[src/hdl/c2s_pkg.sv]
// Shared constants, types and the arctangent table for the cartesian to
// spherical converter. No dependencies.
package c2s_pkg;

   // Coordinate and product widths
   localparam int COORD_W    = 32;
   localparam int SQ_W       = 2 * COORD_W;
   localparam int RAD_W      = 32;
   localparam int ANG_OUT_W  = 31;
   localparam int SHIFT_W    = 5;
   localparam int S_MAX      = 16;
   localparam int SQRT_STEPS = SQ_W / 2;

   // CORDIC datapath
   localparam int VEC_W      = 64;
   localparam int ACC_W      = 34;
   localparam int GRP_W      = 8;
   localparam int GRP_N      = VEC_W / GRP_W;
   localparam int GRP_IDX_W  = $clog2(GRP_N);
   localparam int POS_W      = $clog2(GRP_W);
   localparam int K_W        = $clog2(VEC_W);
   localparam int NORM_TOP   = VEC_W - 6;
   localparam int NORM_LAT   = 4;
   localparam int ATAN_LEN   = 40;
   localparam int ATAN_W     = 30;
   localparam int CORDIC_STAGES_DEF = 30;

   localparam logic [COORD_W-1:0] X_SHIFT_RESET = 32'h0001_0000;

   typedef logic signed [VEC_W-1:0] vec_type;
   typedef logic signed [ACC_W-1:0] acc_type;

   // pi/2 in accumulator units of pi/2^31
   localparam acc_type HALF_PI = 34'sd1073741824;

   // atan(2^-i) scaled by 2^31/pi, rounded
   localparam logic [ATAN_W-1:0] ATAN_TAB [ATAN_LEN] = '{
      30'd536870912, 30'd316933406, 30'd167458907, 30'd85004756, 30'd42667331,
      30'd21354465, 30'd10679838, 30'd5340245, 30'd2670163, 30'd1335087,
      30'd667544, 30'd333772, 30'd166886, 30'd83443, 30'd41722,
      30'd20861, 30'd10430, 30'd5215, 30'd2608, 30'd1304,
      30'd652, 30'd326, 30'd163, 30'd81, 30'd41,
      30'd20, 30'd10, 30'd5, 30'd3, 30'd1,
      30'd1, 30'd0, 30'd0, 30'd0, 30'd0,
      30'd0, 30'd0, 30'd0, 30'd0, 30'd0
   };

endpackage

[src/hdl/c2s_sqrt.sv]
// Pipelined integer square root, one result bit per stage.
// Depends on c2s_pkg.
module c2s_sqrt (
   input  logic                        clock,
   input  logic [c2s_pkg::SQ_W-1:0]    radicand,
   output logic [c2s_pkg::RAD_W-1:0]   root
);
   import c2s_pkg::*;

   logic [SQ_W-1:0] rem_ff [SQRT_STEPS];
   logic [SQ_W-1:0] res_ff [SQRT_STEPS];

   for (genvar j = 0; j < SQRT_STEPS; j++) begin : g_step
      localparam logic [SQ_W-1:0] BIT = SQ_W'(1) << (SQ_W - 2 - 2 * j);
      logic [SQ_W-1:0] rem_prev;
      logic [SQ_W-1:0] res_prev;
      logic [SQ_W-1:0] trial;
      logic            take;

      if (j == 0) begin : g_first
         assign rem_prev = radicand;
         assign res_prev = '0;
      end else begin : g_next
         assign rem_prev = rem_ff[j-1];
         assign res_prev = res_ff[j-1];
      end

      // trial subtract of res + bit
      assign trial = res_prev + BIT;
      assign take  = (rem_prev >= trial);

      always_ff @(posedge clock) begin
         res_ff[j] <= take ? ((res_prev >> 1) + BIT) : (res_prev >> 1);
      end

      // remainder is dead after the last step
      if (j < SQRT_STEPS - 1) begin : g_rem
         always_ff @(posedge clock) begin
            rem_ff[j] <= take ? (rem_prev - trial) : rem_prev;
         end
      end else begin : g_rem_last
         always_ff @(posedge clock) begin
            rem_ff[j] <= '0;
         end
      end
   end

   assign root = res_ff[SQRT_STEPS-1][RAD_W-1:0];

endmodule

[config.mk]
export PLATFORM = sky130hd
export DESIGN_NAME = c2s_sqrt
export DESIGN_NICKNAME = d
export VERILOG_FILES = /design/src/hdl/c2s_pkg.sv /design/src/hdl/c2s_sqrt.sv
export SDC_FILE = /design/constraint.sdc
export NUM_CORES = 2
export LEC_CHECK = 0
export BUFFER_PORTS_ARGS = -buffer_cell sky130_fd_sc_hd__buf_2
export CAP_MARGIN = 20
export CORE_UTILIZATION = 40
export CTS_CLUSTER_SIZE = 40
export DETAILED_ROUTE_END_ITERATION = 8
export SYNTH_ARGS = -nofsm -noshare
export SYNTH_HDL_FRONTEND = slang
export SYNTH_SLANG_ARGS = --single-unit
export TNS_END_PERCENT = 5
[constraint.sdc]
create_clock -name clock -period 4.1 [get_ports clock]
set_input_delay 0.82 -clock clock [delete_from_list [all_inputs] [get_ports clock]]
set_output_delay 0.82 -clock clock [all_outputs]
set_load 0.005 [all_outputs]
======== Yosys cells after proc, flatten, opt, wreduce, memory -nomap -nowiden ========
Memory sizes are Yosys's and may differ from the RTL's.
Cells that the tools add are included.
storage, ports and cells
  word-level logic and storage cells ...... 190
  register bits ........................... 0
  RAM bits ................................ 4,096
  memories ................................ 2
  output and inout bits ................... 32
  input bits .............................. 65
memories
  memory  depth  bits a word  read ports  clocked after memory_dff  write ports  line            source
  rem_ff  32     64           31          0                         32           c2s_sqrt.sv:10  logic [SQ_W-1:0] rem_ff [SQRT_STEPS];
  res_ff  32     64           32          0                         32           c2s_sqrt.sv:11  logic [SQ_W-1:0] res_ff [SQRT_STEPS];
operators by class
  $add $sub $neg .......................... 93
  order comparisons ....................... 32
  muxes and demuxes ....................... 63
operators with widths
  operator                                                           number
  64-bit two-way mux                                                 62
  64-bit greater-or-equal comparator                                 31
  64-bit subtractor                                                  30
  63-bit by 1-bit adder with 64-bit output (second input constant)   1
  63-bit by 11-bit adder with 64-bit output (second input constant)  1
  63-bit by 13-bit adder with 64-bit output (second input constant)  1
  63-bit by 15-bit adder with 64-bit output (second input constant)  1
  63-bit by 17-bit adder with 64-bit output (second input constant)  1
  63-bit by 19-bit adder with 64-bit output (second input constant)  1
  63-bit by 21-bit adder with 64-bit output (second input constant)  1
  63-bit by 23-bit adder with 64-bit output (second input constant)  1
  63-bit by 25-bit adder with 64-bit output (second input constant)  1
  63-bit by 27-bit adder with 64-bit output (second input constant)  1
  63-bit by 29-bit adder with 64-bit output (second input constant)  1
  63-bit by 3-bit adder with 64-bit output (second input constant)   1
  63-bit by 31-bit adder with 64-bit output (second input constant)  1
  63-bit by 33-bit adder with 64-bit output (second input constant)  1
  63-bit by 35-bit adder with 64-bit output (second input constant)  1
  63-bit by 37-bit adder with 64-bit output (second input constant)  1
  63-bit by 39-bit adder with 64-bit output (second input constant)  1
  63-bit by 41-bit adder with 64-bit output (second input constant)  1
  63-bit by 43-bit adder with 64-bit output (second input constant)  1
  63-bit by 45-bit adder with 64-bit output (second input constant)  1
  63-bit by 47-bit adder with 64-bit output (second input constant)  1
  other kinds (44)                                                   44

======== Logic depth before layout (Yosys ltp) ========
An unclocked memory read counts as a cell.
  depth in word-level cells ............... 4
  gate-level depth with buffers ........... 15
  mapped depth without buffers ............ 14

======== Least setup slack after synthesis ========
Ideal clock, no wire load.
  path type ............................... register -> register
  start ................................... mem res_ff[1][853] (netlist bit)
  end ..................................... mem rem_ff[1][954] (netlist bit)
  cell stages (with the launch flop) ...... 14
  library setup time ...................... 118 ps
  data arrival time ....................... 3,352 ps
  buffers on the path ..................... 1
  path slack .............................. 630 ps
  data required time ...................... 3,982 ps
  path through ............................ dfxtp_1 inv_1 ha_1 clkbuf_1 nand4_1 or4_1 or4_1 o21ai_1 nor4_1 o21bai_4 or4b_1 nor3_2 nand3_1 xnor2_1
RTL lines
  what                line
  start: declaration  c2s_sqrt.sv:11
  end: declaration    c2s_sqrt.sv:10

==> summary.md <==
| Metric | Value |
|---|---|
| Layout cells sized above 1 | under 10% |
| HP Class | input port to register |
| Cell depth of the worst hold path | 3 |
| RePlAce Congestion | 0.8997 |
| First-pass GRT wire length | 388.8 mm |
| DR pass1 iterations | 5 |
| Clock Path Buffers | 4 |
| Met1 Usage GRT | between 20% and 30% |
| Outcome | completed |
| Effective utilization at floorplan | 40.34% |
| GRT met3 Usage | 3.009% |
| Clock slew at reported path FFs | 0.06 ns |
| Post-layout util | 46.66% |
| Worst-Margin Slew | 1.210 ns |
| I/O pin cnt | 97 |
| Slowest stage delay, CP | 0.59 ns |
| VDD IR-drop max | 0.4227 mV |
| Post-synthesis cell count | 9,523 |
| DR WL/cell | 18.80 um |
| Top cells by area, synth | dfxtp_1 (53%), ha_1 (7.3%), xnor2_1 (4.5%), xor2_1 (3.6%), a21oi_1 (3.2%) |
| Syn_area_per_cell | 9.992 um^2 |
| Vert. Die Dim | 489.7 um |
| Worst EP required | 4.87 ns |
| Gr usage total | between 20 and 25% |
| Leak | 0.05040 uW |
| Htree depth | 5 |
| Hold path startpoint | radicand[63] |
| Core ar. | 235,900 um^2 |
| Post-synth EDFFs | 0 |
| Inserted Clock Buffers | 277 |
| FF-to-FF path depth | 13 |
| Primary FF master, synth | dfxtp_1 |
| Reg2reg start | res_ff[1][841]$_DFF_P_ |
| Max Fclk | 254.7 MHz |
| Number of global-route vias before repair | 68,790 |
| R2R Path End | rem_ff[1][954]$_DFF_P_ |
| Fin. Hold Viols | 0 |
| Net Switching | 24,860 uW |
| Final ANT Viol Nets | 0 |
| Row count | 178 |
| Mapped Nets | 10,150 |
| PD cells | 713.2 nW/um^2 |
| CP arrival | 4.69 ns |
| Final worst path period share | 95.75% |
| Crit path max fanout | 5 |
| Min Hold Slack | 0.2062 ns |
| Max-slew violation count | 0 |
| # nets final | 10,560 |
| Worst skew pair latency | 0.91 ns |
| Largest net degree at the start of global routing | 53 |
| Port Buffer Count | 96 |
| RSZ-0062 raised after global routing | no |
| GR Overflow Total | 0 |
| CTS tree | built |
| Most frequent cell after synthesis | dfxtp_1 |
| DRC Markers | 0 |
| Layout Area Growth over Synthesis | 15.65% |
| Slowest-stage cell, CP | or4_4 |
| Total power | 78,490 uW |
| Die W | 489.7 um |
| Critical path class | register to register |
| Final Cell Area | 110,000 um^2 |
| Busiest grt layer | met2 |
| Share of the synthesized area in the top cell type | 52.85% |
| Sequential fraction of the synthesis area | 52.85% |
| Yosys warns | 0 |
| Drt via density | 5.194 |
| Vias | just under 70,000 |
| DR iter-0 viols | 4,323 |
| Area leader, netlist | dfxtp_1 |
| Die ar. | 239,800 um^2 |
| Dpl hpwl | 196.3 mm |
| Flop pwr share | 44.5% |
| Initial antenna violation count | 8 |
| Final wirelength | 249.7 mm |
| Post-synthesis async set-or-reset flop share | 0% |
| FF-to-FF setup slack | 0.17 ns |
| Critical path cell sequence | inv_1 > ha_1 > nand4_1 > or4_1 > or4_4 > o21ai_1 > nor4_1 > o21bai_4 > or4b_1 > nor3_2 > buf_4 > nand3_1 > xnor2_1 |
| Max Cap Viol | 0 |
| M2 GR Usage | 34.98% |
| Post-synthesis cell type count | 97 |
| Synth cell count leaders | dfxtp_1 (2,512), inv_1 (703), nor2_1 (664) |
| Cell Area, Synth | 95,160 um^2 |
| Final min period | 3.926 ns |
| Placed inst area | 100,100 um^2 |
| Final setup vio count | 0 |
| Gate power share | 23.7% |
| Hold EP | rem_ff[0][63]$_DFF_P_ |
| Clk root buf | clkbuf_16 |
| CP Launch Type | register |
| Flops & latches, synth | 2,512 |
| Endpoint class of the critical path | register |
| P_int | 53,630 uW |
| Sw frac | a little under a third |
| Relative slew slack | 18.61% |
| Clock power share | 31.8% |
| Clock skew | 0.08124 ns |
| Clock sinks | 2,512 |
state kept, by name (all words and copies together), names as in the netlist:
signal	count
rem_ff	1984
res_ff	528
layer usage:
metal	wire length, um	share of wire (%)	vias up
met1	110800	44	32870
met5	9	0.0036	-
met4	8541	3.4	2
li1	-	-	34030
met2	118300	47	1614
met3	12010	4.8	453
critical path, delay by kind of cell, from the launching register on:
kind            cells  cell delay [ns]
simple gates        7             2.28
compound gates      2             0.46
fa+ha+maj           1             0.38
flops               1             0.32
buf+inv             2             0.22
xor+xnor            1             0.14
area by class of cell:
type | instances | area (um^2)
fill | 21720 | 125800
sequential | 2512 | 50290
multi-input combinational | 6115 | 41590
clock buffer | 369 | 7899
tap | 3150 | 3941
inverter | 710 | 2665
timing repair buffer | 319 | 2335
clock inverter | 97 | 1314
antenna | 6 | 15.01
logic make-up after synthesis:
| family | share of synthesized area (%) |
|---|---|
| compound gates | 11.79 |
| xor+xnor | 8.172 |
| simple gates | 15.05 |
| mux | 1.240 |
| flops | 52.85 |
| buf+inv | 3.569 |
| fa+ha+maj | 7.337 |
power groups by stage:
stage / clock, uW / combinational [uW] / sequential, uW
finish: 25000 / 18600 / 34900
global route: 26600 / 20700 / 35500
CTS: 25500 / 18500 / 34900
detailed placement: 0 / 18300 / 35400
global placement: 0 / 18100 / 35400
floorplan: 0 / 14200 / 33200
worst max-delay path by stage:
stage,start,end,cells after the start
after global routing,res_ff[1][472]$_DFF_P_,rem_ff[1][573]$_DFF_P_,16
after floorplan,res_ff[1][853]$_DFF_P_,rem_ff[1][954]$_DFF_P_,13
after global placement,rem_ff[1][672]$_DFF_P_,rem_ff[1][759]$_DFF_P_,13
after CTS,res_ff[1][672]$_DFF_P_,rem_ff[1][754]$_DFF_P_,13
after detailed placement,res_ff[1][672]$_DFF_P_,rem_ff[1][754]$_DFF_P_,13
final,res_ff[1][841]$_DFF_P_,rem_ff[1][954]$_DFF_P_,13
timing repair:
item | in CTS | in global routing
pin swaps | 0 | 1
endpoints found under the hold margin | 62 | 0
cloned | 0 | 0
hold buffers | 62 | 0
gates resized for setup | 5 | 6
setup buffers | 0 | 0
endpoints found under the setup margin | 56 | 30
metrics by stage:
stage	setup WS, ns	TNS [ns]	std cells
2_1_floorplan	0.6300	0	9523
3_3_place_gp	-0.7944	-21.58	12740
3_5_place_dp	-0.8094	-21.75	12740
4_1_cts	0.02314	0	13270
5_1_grt	0.02070	0	13270
6_report	0.1741	0	13280
cell usage in the layout (no fill, tap or decap), drive strengths merged, types with 74 or more instances in the layout:
| cell | n |
|---|---|
| xnor2 | 493 |
| inv | 716 |
| buf | 254 |
| nor4 | 342 |
| nor3 | 245 |
| o21a | 88 |
| nor2 | 679 |
| o21ai | 393 |
| nand2 | 546 |
| nand3 | 170 |
| a21oi | 615 |
| nor2b | 74 |
| clkbuf | 371 |
| a21o | 246 |
| nand4 | 173 |
| nand2b | 118 |
| or3 | 90 |
| dfxtp | 2512 |
| xor2 | 394 |
| mux2 | 93 |
| ha | 558 |
(Power assumes the default switching activity.)
